$ cat config.mk
export PLATFORM = sky130hd
export DESIGN_NAME = breakpoint_address_table
export DESIGN_NICKNAME = d
export VERILOG_FILES = /design/src/rtl/bat_pkg.sv /design/src/rtl/bat_cell.sv /design/src/rtl/breakpoint_address_table.sv
export VERILOG_INCLUDE_DIRS = /design/src /design/src/rtl
export SDC_FILE = /design/constraint.sdc
export NUM_CORES = 1
export LEC_CHECK = 0
export BUFFER_PORTS_ARGS = -buffer_cell sky130_fd_sc_hd__buf_2
export CELL_PAD_IN_SITES_DETAIL_PLACEMENT = 1
export CELL_PAD_IN_SITES_GLOBAL_PLACEMENT = 2
export CORE_ASPECT_RATIO = 1.5
export CORE_MARGIN = 2
export CORE_UTILIZATION = 47
export DETAILED_ROUTE_END_ITERATION = 7
export HOLD_SLACK_MARGIN = 0.15
export PLACE_DENSITY = 0.89
export REMOVE_ABC_BUFFERS = 1
export SLEW_MARGIN = 30
export SYNTH_ARGS = -nofsm -noshare
export SYNTH_HDL_FRONTEND = slang
export SYNTH_SLANG_ARGS = --single-unit
export TNS_END_PERCENT = 5
$ cat constraint.sdc
create_clock -name clk -period 9.7 [get_ports clk]
set_clock_uncertainty 0.2 [all_clocks]
set_input_delay 0.97 -clock clk [delete_from_list [all_inputs] [get_ports clk]]
set_output_delay 0.97 -clock clk [all_outputs]
set_load 0.02 [all_outputs]
$ cat src/rtl/breakpoint_address_table_assert.svh
// Assertion macros shared by the breakpoint address table RTL.
`ifndef BREAKPOINT_ADDRESS_TABLE_ASSERT_SVH
`define BREAKPOINT_ADDRESS_TABLE_ASSERT_SVH

// A condition that holds at every clock edge out of reset.
`define BAT_CHECK(label, cond, msg) \
  label: assert property (@(posedge clk) disable iff (!rst_n) (cond)) \
    else $error(msg);

// A condition that holds in the same cycle as its trigger.
`define BAT_IMPLY(label, ante, cons, msg) \
  label: assert property (@(posedge clk) disable iff (!rst_n) (ante) |-> (cons)) \
    else $error(msg);

// A condition that holds in the cycle after its trigger.
`define BAT_NEXT(label, ante, cons, msg) \
  label: assert property (@(posedge clk) disable iff (!rst_n) (ante) |=> (cons)) \
    else $error(msg);

`endif

$ cat src/rtl/bat_pkg.sv
// Package with the types and constants of the breakpoint address table.
`default_nettype none

package bat_pkg;

  localparam int MAX_ENTRIES = 16;
  localparam int CNT_W       = $clog2(MAX_ENTRIES + 1);
  localparam int ADDR_W      = 32;
  localparam int USED_W      = 5;

  typedef enum logic [1:0] {
    OP_ADD    = 2'd0,
    OP_DELETE = 2'd1,
    OP_CHECK  = 2'd2,
    OP_CLEAR  = 2'd3
  } op_t;

  typedef struct packed {
    op_t               operation;
    logic [ADDR_W-1:0] address;
  } bat_in_t;

  typedef struct packed {
    logic              accepted;
    logic              hit;
    logic [USED_W-1:0] entries_used;
  } bat_out_t;

  typedef struct packed {
    logic              compare;
    logic              remove;
    logic [ADDR_W-1:0] address;
  } bat_cell_ctl_t;

endpackage

`default_nettype wire

$ cat src/rtl/bat_cell.sv
// One entry of the breakpoint table with its comparator and compaction link.
`default_nettype none

module bat_cell import bat_pkg::*; (
  input  wire logic          clk,
  input  wire bat_cell_ctl_t ctl,
  input  wire logic          write_en,
  input  wire logic          occupied,
  input  wire logic          occupied_next,
  input  wire logic [ADDR_W-1:0] next_entry,
  input  wire logic          seen_in,
  output logic               seen_out,
  output logic               hit,
  output logic [ADDR_W-1:0]  entry
);

  logic [ADDR_W-1:0] entry_r;
  logic [ADDR_W-1:0] entry_nxt;
  logic              match_r;
  logic              shift;

  assign hit      = match_r & occupied;
  assign seen_out = seen_in | hit;
  assign shift    = ctl.remove & seen_out & occupied_next;
  assign entry    = entry_r;

  always_comb begin
    entry_nxt = entry_r;
    if (write_en) begin
      entry_nxt = ctl.address;
    end else if (shift) begin
      entry_nxt = next_entry;
    end
  end

  always_ff @(posedge clk) begin
    entry_r <= entry_nxt;
    if (ctl.compare) begin
      match_r <= (entry_r == ctl.address);
    end
  end

endmodule

`default_nettype wire

$ cat src/rtl/breakpoint_address_table.sv
// Top level of the breakpoint address table: control, entry count and the row of cells.
//
// Each input word carries an operation (add, delete, check, clear) and a
// 32-bit address. Every accepted word yields exactly one result word with
// accepted, hit and the number of entries in use after the operation.
// An item passes a compare step and then an update step: in the first every
// cell compares its entry with the address in parallel, in the second the
// match chain through the row of cells settles and the table is updated. The
// result is registered and is valid on the cycle after the update. No new
// word is taken during the compare-then-update pass over the cells. A delete
// closes the gap by shifting every later entry down one cell. The next word
// is taken while a result is being taken, but not while it is held: when the
// receiver stalls, in_ready stays low until out_ready returns. Reset empties
// the table; entries are not cleared and no clearing pass is needed.
`default_nettype none

module breakpoint_address_table import bat_pkg::*; (
  input  wire logic     clk,
  input  wire logic     rst_n,
  input  wire logic     in_valid,
  output logic          in_ready,
  input  wire bat_in_t  in_data,
  output logic          out_valid,
  input  wire logic     out_ready,
  output bat_out_t      out_data
);

`include "breakpoint_address_table_assert.svh"

  logic              busy_r;
  logic              out_valid_r;
  logic              out_valid_nxt;
  bat_out_t          out_data_r;
  bat_out_t          out_data_nxt;
  op_t               op_r;
  logic [ADDR_W-1:0] addr_r;
  logic [CNT_W-1:0]  count_r;
  logic [CNT_W-1:0]  count_nxt;

  logic                        in_fire;
  logic                        found;
  logic                        full;
  logic                        do_write;
  bat_cell_ctl_t               ctl;
  logic [MAX_ENTRIES:0]        occ;
  logic [MAX_ENTRIES-1:0]      wsel;
  logic [MAX_ENTRIES:0]        seen;
  logic [MAX_ENTRIES-1:0]      hits;
  logic [ADDR_W-1:0]           entries [MAX_ENTRIES];

  assign in_ready  = !busy_r && (!out_valid_r || out_ready);
  assign in_fire   = in_valid && in_ready;
  assign out_valid = out_valid_r;
  assign out_data  = out_data_r;

  assign found = seen[MAX_ENTRIES];
  assign full  = (count_r == CNT_W'(MAX_ENTRIES));

  assign ctl.compare = in_fire;
  assign ctl.remove  = busy_r && (op_r == OP_DELETE) && found;
  assign ctl.address = busy_r ? addr_r : in_data.address;

  assign seen[0]          = 1'b0;
  assign occ[MAX_ENTRIES] = 1'b0;

  for (genvar i = 0; i < MAX_ENTRIES; i++) begin : g_cell
    logic [ADDR_W-1:0] nb_entry;

    assign occ[i]  = (CNT_W'(i) < count_r);
    assign wsel[i] = do_write && (count_r == CNT_W'(i));

    if (i == MAX_ENTRIES - 1) begin : g_last
      assign nb_entry = entries[i];
    end else begin : g_mid
      assign nb_entry = entries[i+1];
    end

    bat_cell u_cell (
      .clk          (clk),
      .ctl          (ctl),
      .write_en     (wsel[i]),
      .occupied     (occ[i]),
      .occupied_next(occ[i+1]),
      .next_entry   (nb_entry),
      .seen_in      (seen[i]),
      .seen_out     (seen[i+1]),
      .hit          (hits[i]),
      .entry        (entries[i])
    );
  end

  always_comb begin
    do_write     = 1'b0;
    count_nxt    = count_r;
    out_data_nxt = out_data_r;
    if (busy_r) begin
      out_data_nxt.accepted = 1'b1;
      out_data_nxt.hit      = 1'b0;
      case (op_r)
        OP_ADD: begin
          if (!found) begin
            if (full) begin
              out_data_nxt.accepted = 1'b0;
            end else begin
              do_write  = 1'b1;
              count_nxt = count_r + CNT_W'(1);
            end
          end
        end
        OP_DELETE: begin
          if (found) begin
            count_nxt = count_r - CNT_W'(1);
          end
        end
        OP_CHECK: begin
          out_data_nxt.hit = found;
        end
        OP_CLEAR: begin
          count_nxt = '0;
        end
        default: begin
          count_nxt = count_r;
        end
      endcase
      out_data_nxt.entries_used = USED_W'(count_nxt);
    end
  end

  assign out_valid_nxt = busy_r || (out_valid_r && !out_ready);

  always_ff @(posedge clk) begin
    if (!rst_n) begin
      busy_r      <= 1'b0;
      out_valid_r <= 1'b0;
      count_r     <= '0;
    end else begin
      busy_r      <= in_fire;
      out_valid_r <= out_valid_nxt;
      count_r     <= count_nxt;
    end
  end

  always_ff @(posedge clk) begin
    out_data_r <= out_data_nxt;
    if (in_fire) begin
      op_r   <= in_data.operation;
      addr_r <= in_data.address;
    end
  end

  `BAT_CHECK(a_count_range, count_r <= CNT_W'(MAX_ENTRIES), "entry count above table size")
  `BAT_IMPLY(a_unique, busy_r, $onehot0(hits), "address stored in more than one entry")
  `BAT_IMPLY(a_reject_full, out_valid_r && !out_data_r.accepted, full,
             "add rejected while table not full")
  `BAT_NEXT(a_one_item, busy_r, !busy_r && out_valid_r, "update did not produce a result word")

endmodule

`default_nettype wire
=== After elaboration in Yosys (flattened, before gate mapping) ===
Index checks and enable logic that the tools add are counted.

* Bits in registers: 576
* Bits of input ports: 38
* Output and inout bits: 9
* Logic and storage cells: 238

* Add/subtract/negate cells: 2
* $lt $le $gt $ge: 16
* Equality and inequality tests: 35
* Mux-type cells: 39
* Bitwise logic cells: 62
* Reductions and logical operators: 44

{| class="wikitable"
|+ Operators by type and width
! operator !! number
|-
| 32-bit two-way mux || 31
|-
| 32-bit equality test || 16
|-
| 1-bit bitwise AND || 46
|-
| 5-bit by 4-bit equality test with 1-bit output, second input constant || 8
|-
| 4-bit by 5-bit less-than comparator with 1-bit output, first input constant || 8
|-
| 2-bit nonzero test || 15
|-
| 1-bit logical AND || 21
|-
| 5-bit by 3-bit equality test with 1-bit output, second input constant || 4
|-
| 3-bit by 5-bit less-than comparator with 1-bit output, first input constant || 4
|-
| 5-bit two-way mux || 3
|-
| 1-bit OR || 15
|-
| 5-bit case mux with 3 select lines || 1
|-
| 5-bit by 2-bit equality test with 1-bit output, second input constant || 2
|-
| 1-bit by 5-bit less-than comparator with 1-bit output, first input constant || 2
|-
| 2-bit by 5-bit less-than comparator with 1-bit output, first input constant || 2
|-
| 5-bit by 1-bit adder with 5-bit output, second input constant || 1
|-
| 5-bit by 1-bit equality test with 1-bit output, second input constant || 1
|-
| 5-bit equality test, second input constant || 1
|-
| 5-bit zero test || 1
|-
| 5-bit by 1-bit subtractor with 5-bit output, second input constant || 1
|-
| 2-bit equality test, second input constant || 2
|-
| 1-bit two-way mux || 4
|-
| 1-bit zero test || 3
|-
| 2-bit by 1-bit equality test with 1-bit output, second input constant || 1
|-
| 4 further kinds || 5
|}

=== Logic depth before layout (Yosys ltp) ===
Gate-level depths: netlist of run 1.

* Depth in word-level cells: 22
* Gate-level depth with buffers: 15

=== Cells and area by module ===
Synthesis of run 1 repeated with hierarchy kept, for this count alone.

* Cells, all modules: 2055
* Area, all modules: 30437.9 sq um

{| class="wikitable"
|+ Modules (own cells, without submodules)
! module !! instances !! cells each !! area an instance (sq um)
|-
| bat_cell || 16 || 115 || 1744.2
|-
| breakpoint_address_table || 1 || 215 || 2531.2
|}

=== Worst setup path before layout of run 1 ===
OpenSTA, ideal clock, no wires.

* Path kind: register to register
* From: reg count_r[1]
* To: reg g_cell[13].u_cell.entry_r[0], enable pin
* Arrival: 4.995 ns
* Data required time: 9.030 ns
* Slack: 4.035 ns
* Cell stages (with the launch flop): 14
* Path buffers: 5
* Period minus slack after synthesis: 5.665 ns
* Cells stage by stage: dfxtp_1 > clkbuf_1 > clkbuf_1 > inv_1 > ha_1 > or4b_4 > a21oi_4 > o2111ai_4 > or3_1 > buf_2 > buf_2 > nand3_1 > clkbuf_1 > o31ai_1

* Word-level cells in the longest chain between the ends: 22
* Elaborated cells between the ends (all ways): 58
* Those cells by class: order compare: 16; eq/ne: 2; mux: 4; bitwise: 33; reduce/logical: 3

{| class="wikitable"
|+ Ends and longest elaborated chain
! element !! RTL line !! text
|-
| start, declared || breakpoint_address_table.sv:37 || <nowiki>logic [CNT_W-1:0] count_r;</nowiki>
|-
| start signal, assigned || breakpoint_address_table.sv:139 || <nowiki>count_r <= count_nxt;</nowiki>
|-
| 1-bit by 5-bit less-than comparator with 1-bit output || breakpoint_address_table.sv:69 || <nowiki>assign occ[i] = (CNT_W'(i) < count_r);</nowiki>
|-
| 1-bit bitwise AND || bat_cell.sv:22 || <nowiki>assign hit = match_r & occupied;</nowiki>
|-
| 1-bit OR (15 in series) || bat_cell.sv:23 || <nowiki>assign seen_out = seen_in | hit;</nowiki>
|-
| 1-bit two-way mux || breakpoint_address_table.sv:101 || <nowiki>if (!found) begin</nowiki>
|-
| 1-bit two-way mux || breakpoint_address_table.sv:99 || <nowiki>case (op_r)</nowiki>
|-
| 1-bit two-way mux || breakpoint_address_table.sv:96 || <nowiki>if (busy_r) begin</nowiki>
|-
| 1-bit logical AND || breakpoint_address_table.sv:70 || <nowiki>assign wsel[i] = do_write && (count_r == CNT_W'(i));</nowiki>
|-
| 2-bit nonzero test (no line) * || - ||
|-
| end signal, assigned || bat_cell.sv:37 || <nowiki>entry_r <= entry_nxt;</nowiki>
|-
| end, declared || bat_cell.sv:17 || <nowiki>logic [ADDR_W-1:0] entry_r;</nowiki>
|}

Every way passes the cells marked *; elsewhere a longest branch is shown, timed or not.
A chain may end at the register's enable or synchronous reset.

=== Worst setup path in the final report of run 1 ===
* From: reg count_r[0]
* To: reg g_cell[0].u_cell.entry_r[22], enable pin

* Word-level cells in the longest chain between the ends: 22
* Elaborated cells between the ends (all ways): 58
* Those cells by class: order compare: 16; eq/ne: 1; mux: 4; bitwise: 33; reduce/logical: 4

{| class="wikitable"
|+ Ends and longest elaborated chain
! element !! RTL line
|-
| 1-bit by 5-bit less-than comparator with 1-bit output || breakpoint_address_table.sv:69
|-
| 1-bit bitwise AND || bat_cell.sv:22
|-
| 1-bit OR (15 in series) || bat_cell.sv:23
|-
| 1-bit two-way mux || breakpoint_address_table.sv:101
|-
| 1-bit two-way mux || breakpoint_address_table.sv:99
|-
| 1-bit two-way mux || breakpoint_address_table.sv:96
|-
| 1-bit logical AND || breakpoint_address_table.sv:70
|-
| 2-bit nonzero test (no line) * || -
|-
| end signal, assigned || bat_cell.sv:37
|-
| end, declared || bat_cell.sv:17
|}

Marks and branches as above.

==> results of run 1 <==
-- where the power goes --
part | total (W) | switching, W | internal [W]
clock | 0.00211 | 0.000980 | 0.00113
sequential | 0.00277 | 0.0000357 | 0.00273
combinational | 0.000638 | 0.000432 | 0.000205
-- cell usage after synthesis (2+ instances only) --
library cell / count
nor3_2: 4
dfxtp_1: 7
o21ai_1: 35
inv_1: 41
nand2b_1: 5
o21ai_0: 209
o221ai_1: 2
o21bai_1: 2
ha_1: 5
o31a_1: 4
a31oi_1: 6
nor2b_1: 3
mux2i_1: 32
buf_2: 27
and2_1: 4
o211ai_1: 3
or3_1: 4
a21oi_1: 167
a21o_1: 2
nand3b_1: 3
buf_1: 8
clkbuf_1: 162
xnor2_1: 512
and3_1: 7
a211o_1: 2
or4_4: 4
nor2_1: 193
nor4_1: 131
o31ai_1: 7
nand3_1: 13
nor3_1: 12
o22ai_1: 5
buf_4: 3
edfxtp_1: 569
buf_6: 25
o21a_1: 2
o21ai_2: 90
or2_2: 5
nand4_1: 33
nand2_1: 343
-- metrics by stage --
step                      power, W  setup WS (ns)
after global routing       0.00567           4.59
after detailed placement   0.00345           4.74
final                      0.00552           4.82
after CTS                  0.00554           4.72
after floorplan            0.00319          0.942
after global placement     0.00343           4.65
-- area by class of cell --
type	count	area, sq um	area share
inverter	41	154	0.00467
sequential	576	17200	0.523
timing repair buffer	103	691	0.0210
clock buffer	70	1480	0.0448
tap	805	1010	0.0306
clock inverter	34	238	0.00721
antenna	2	5.00	0.000152
multi-input combinational	1865	12200	0.369
-- logic make-up (layout without fill, tap and decap cells) --
group	Yosys count	in the layout	share of synthesized area
AND/OR/NAND/NOR	769	769	0.116
flip-flops	576	576	0.573
AO/OA/AOI/OAI	546	546	0.107
XOR/XNOR	513	513	0.150
buffers and inverters	266	248	0.0410
multiplexers	32	32	0.0107
adder cells (fa/ha/maj)	5	5	0.00208
other	0	2	0
-- how the worst max path moves through the flow --
stage | start | endpoint | slack [ns] | cells past startpoint
2_1_floorplan | busy_r | g_cell[9].u_cell.entry[0] | 0.94 | 4
3_3_place_gp | count_r[1] | g_cell[10].u_cell.entry[0] | 4.65 | 9
3_5_place_dp | count_r[0] | g_cell[5].u_cell.entry[27] | 4.74 | 7
4_1_cts | count_r[0] | g_cell[5].u_cell.entry[30] | 4.72 | 7
5_1_grt | count_r[0] | g_cell[9].u_cell.entry[3] | 4.59 | 9
6_report | count_r[0] | g_cell[0].u_cell.entry[22] | 4.82 | 8
-- routing by layer --
layer  wire [um]  vias to the layer above  GRT usage
li1            -                     9432          -
met1       32300                    10600      0.287
met2       53200                      690      0.568
met3        4410                      388     0.0485
met4        8920                        0      0.240
met5           0                        -          0
-- flip-flops by register name, summed over array words and instances (netlist names) --
name                   count
count_r                    5
g_cell.u_cell.entry      512
op_r                       2
busy_r                     1
addr_r                    32
out_valid                  1
out_data                   7
g_cell.u_cell.match_r     16
==> results.yml, run 1 <==
cts:
  post_cts.repair.setup_buffers: 0
  clk_path_buf_depth: 3
  clock_latency_ns: 0.66
  clkTransAtPathRegs_ns: 0.07
  ctsResizeCount: 0
  hold_buffers: 0
  h-tree-depth: 2
  cts_made_buffers: 56
  cts_tree: "done"
  clockRootBuffer: "clkbuf_16"
  cts_sinks: 576
critical_path:
  cp.arrival_ns: 4.98
  path_class: "reg2reg"
  r2r_slack_ns: 4.82
  crit_path_start_kind: "register"
  slowest_stage: "or4_4"
  worstPathCellList: "ha_1 -> or4b_4 -> a21oi_4 -> o2111ai_4 -> or3_2 -> or4_4 -> o31ai_4 -> buf_4"
  rr_worst_depth: 8
  r2r_start: "count_r[0]"
  cp_num_buf_inv: 1
  timing.rr.end: "g_cell[0].u_cell.entry[22]"
  critPathCaptureType: "register"
  required_ns: 9.79
  cp_top_family: "simple AND/OR/NAND/NOR gates"
  crit_path_max_fanout: 65
  crit_path_max_incr_delay_ns: 0.96
placement:
  dp_cells: 3390
  io_buffers: 46
  placed_area_sq_um: 31200
  gp_congestion: 0.947
  hpwl_um: 64800
global_route:
  overflow: 0
  grt_pass1_wl_um: 145000
  grt_antenna_before_repair: 1
  grt_pass1_vias: 23100
  grt_max_degree: 66
  grt_util_all_layers: 0.301
yosys:
  synth.top_cells.by_area: "edfxtp_1, xnor2_1, nand2_1"
  synth_edf_count: 569
  yosys.cell_types.count: 56
  ys_seq_elements: 576
  synthCells: 2707
  ys_seq_area_frac: 0.573
  yosys.area.top_type: "edfxtp_1"
  synthFlopType: "edfxtp_1"
  netlist_area_sq_um: 30000
  synthArstFlopShare: 0
  synth.avg_cell_area_sq_um: 11.1
  synth_top_area_frac: 0.569
  synth-warning-count: 0
sta:
  period_share: 0.503
  slew_headroom: 0.226
  period_minus_slack_ns: 4.88
  maxSlewViolCount: 0
  timing.hold.ws_ns: 0.299
  rsz0062_at_grt: "false"
  tns_ns: 0
  setup_viol: 0
  fmax_ghz: 0.205
  finalHoldViolCount: 0
  worst_pin_slew_ns: 1.15
drt:
  drc_errors: 0
  antenna_left: 0
  drtPass1Iterations: 5
  vias_per_cell: 6.04
  wl_um: 98800
  num_vias: 21100
  wl_per_cell_um: 28.3
  drt_iter0_drc: 1467
floorplan:
  design.die.area_sq_um: 66000
  num_io_pins: 47
  rows: 113
  core_sq_um: 63300
  fp.dieW_um: 210
  die_y_um: 314
  initial_core_util: 0.474
cells_and_area:
  layout_common_cells: "edfxtp_1, xnor2_1, nand2_1"
  layout_commonest_cell: "edfxtp_1"
  nNetsFinal: 2686
  fillerInstances: 6569
  area_delta_synth_final_pct: 9.69
  drive_above_1_share: 0.126
  final_util: 0.520
  postLayoutCellArea_sq_um: 33000
  final_cell_count_no_fill: 3496
power:
  irDropWorstVdd_uv: 143
  powerDensity_nw_per_um2: 167
  p_leak_nw: 10.8
worst_hold_path:
  hold_end: "op_r[0]"
  holdPathStages: 1
  hold_path.class: "in2reg"
  min_from: "in_data[32]"
run:
  maxCapViolCount: 0
status:
  status: "completed"
Power figures use the tool's default switching activity.
==> run 2, diff against run 1 <==
--- a/config.mk
+++ b/config.mk
@@ -11,10 +11,10 @@
 export CELL_PAD_IN_SITES_GLOBAL_PLACEMENT = 2
 export CORE_ASPECT_RATIO = 1.5
 export CORE_MARGIN = 2
-export CORE_UTILIZATION = 47
+export CORE_UTILIZATION = 44
 export DETAILED_ROUTE_END_ITERATION = 7
 export HOLD_SLACK_MARGIN = 0.15
-export PLACE_DENSITY = 0.89
+export PLACE_DENSITY = 0.84
 export REMOVE_ABC_BUFFERS = 1
 export SLEW_MARGIN = 30
 export SYNTH_ARGS = -nofsm -noshare
==> constraint.sdc (replaced) <==
create_clock -name clk -period 5.1 [get_ports clk]
set_clock_uncertainty 0.2 [all_clocks]
set_input_delay 0.51 -clock clk [delete_from_list [all_inputs] [get_ports clk]]
set_output_delay 0.51 -clock clk [all_outputs]
set_load 0.02 [all_outputs]
==> run 2 against run 1 <==
Sequential cell count stayed put. Critical endpoint is now g_cell[12].u_cell.entry[8]. Power is 96% higher. Worst setup slack worse by 4.2 ns.
==> results.yml, run 2 (synthesis gave the netlist of run 1 again) <==
cts:
  cts_tree: "done"
  clk_path_buf_depth: 3
  post_cts.repair.setup_buffers: 0
  cts_sinks: 576
  cts_made_buffers: 57
  h-tree-depth: 2
  hold_buffers: 38
  ctsResizeCount: 0
  clkTransAtPathRegs_ns: 0.07
  clock_latency_ns: 0.63
  clockRootBuffer: "clkbuf_16"
critical_path:
  r2r_start: "count_r[2]"
  crit_path_start_kind: "register"
  rr_worst_depth: 7
  critPathCaptureType: "register"
  crit_path_max_incr_delay_ns: 0.78
  cp.arrival_ns: 4.55
  startpoint: "count_r[2]"
  worstPathCellList: "a21oi_1 -> nor3_1 -> a221o_1 -> or3_1 -> nand3_1 -> o31ai_4 -> buf_4"
  required_ns: 5.17
  path_class: "reg2reg"
  crit_end: "g_cell[12].u_cell.entry[8]"
  r2r_slack_ns: 0.63
  slowest_stage: "dfxtp_1"
  timing.rr.end: "g_cell[12].u_cell.entry[8]"
  crit_path_max_fanout: 32
cells_and_area:
  nNetsFinal: 2788
  diodes: 0
  postLayoutCellArea_sq_um: 34100
  final_cell_count_no_fill: 3682
  area_delta_synth_final_pct: 13.6
  layout_common_cells: "edfxtp_1, xnor2_1, nand2_1"
  seq_area_sq_um: 17200
  layout_commonest_cell: "edfxtp_1"
  multi_input_area_sq_um: 12100
  drive_above_1_share: 0.144
  largest_register_ffs: 512
  fillerInstances: 7090
sta:
  finalHoldViolCount: 0
  slew_headroom: 0.338
  worst_pin_slew_ns: 0.972
  fmax_ghz: 0.224
  rsz0062_at_grt: "false"
  setup_viol: 0
  maxSlewViolCount: 0
  timing.hold.ws_ns: 0.376
  period_minus_slack_ns: 4.47
  period_share: 0.877
floorplan:
  fp.dieW_um: 217
  initial_core_util: 0.443
  core_sq_um: 67800
  rows: 117
  num_io_pins: 47
  die_y_um: 324
  design.die.area_sq_um: 70400
drt:
  drt_iter0_drc: 1784
  num_vias: 21200
  wl_um: 99300
  antenna_left: 0
  drtPass1Iterations: 7
  wl_per_cell_um: 27.0
  drc_errors: 0
  vias_per_cell: 5.77
placement:
  dp_cells: 3540
  placed_area_sq_um: 31900
  io_buffers: 46
  gp_congestion: 0.910
  hpwl_um: 70800
global_route:
  grt_pass1_vias: 22600
  grt_util_all_layers: 0.285
  use_met2: 0.521
  grt_pass1_wl_um: 147000
  grtUsageMet1: 0.320
  busiest_layer: "met2"
  grt_max_degree: 66
  grt_antenna_before_repair: 0
  overflow: 0
  global_route.usage.met3: 0.0307
run:
  maxCapViolCount: 0
power:
  powerDensity_nw_per_um2: 317
  irDropWorstVdd_uv: 278
  p_leak_nw: 11.3
status:
  status: "completed"
worst_hold_path:
  hold_path.class: "reg2reg"
## run 2: changes by cell type in the layout (fill, tap and decap cells not counted), moves of 2 or more
cell and change:
dlygate4sd3_1 +38, or2_4 -2, bufinv_16 +4, diode_2 -2, or2_2 +2, buf_12 +10, buf_8 +2, clkinv_1 -2
clkinv_2 -4, buf_4 +51, nand3_2 +2, inv_16 -2, nand3_4 -2
## run 2: area by class of cell
type	count	share of cell area
sequential	576	0.505
multi-input combinational	1865	0.355
timing repair buffer	204	0.0493
clock buffer	71	0.0439
tap	892	0.0327
clock inverter	33	0.00946
inverter	41	0.00451
## run 2: layer usage
layer | part of all wire | routed length [um]
met1 | 0.37 | 36600
met2 | 0.52 | 52000
met3 | 0.042 | 4210
met4 | 0.065 | 6490
met5 | 0 | 0
## run 2: worst min path at each step
stage,startpoint,endpoint,slack (ns),cells past startpoint
3_5_place_dp,g_cell[5].u_cell.entry[28],g_cell[4].u_cell.entry[28],0.37,2
6_report,g_cell[5].u_cell.entry[28],g_cell[4].u_cell.entry[28],0.38,2
5_1_grt,in_data[32],op_r[0],0.39,2
3_3_place_gp,out_valid,out_valid,0.34,2
2_1_floorplan,g_cell[13].u_cell.entry[0],g_cell[12].u_cell.entry[0],0.34,2
4_1_cts,in_data[32],op_r[0],0.37,2
## run 2: worst max-delay path: cells and delay by family (launching register included)
kind	cells	cell delay [ns]
DFF	1	0.78
buffers and inverters	1	0.48
and+or+nand+nor	3	1.55
AOI/OAI and AO/OA	3	1.08
## run 2: power breakdown
group	internal [W]	switching, W	total [W]
combinational	0.000477	0.000865	0.00134
sequential	0.00520	0.0000508	0.00525
clock	0.00238	0.00186	0.00424
total	0.00806	0.00277	0.0108
## run 2: through the flow
step / setup TNS [ns] / setup WS (ns) / power (W) / util
detailed placement: 0 / 0.681 / 0.00665 / 0.471
CTS: 0 / 0.679 / 0.0109 / 0.504
global placement: 0 / 0.719 / 0.00661 / 0.470
finish: 0 / 0.626 / 0.0108 / 0.504
global route: 0 / 0.383 / 0.0111 / 0.504
floorplan: -434.94 / -3.66 / 0.00608 / -
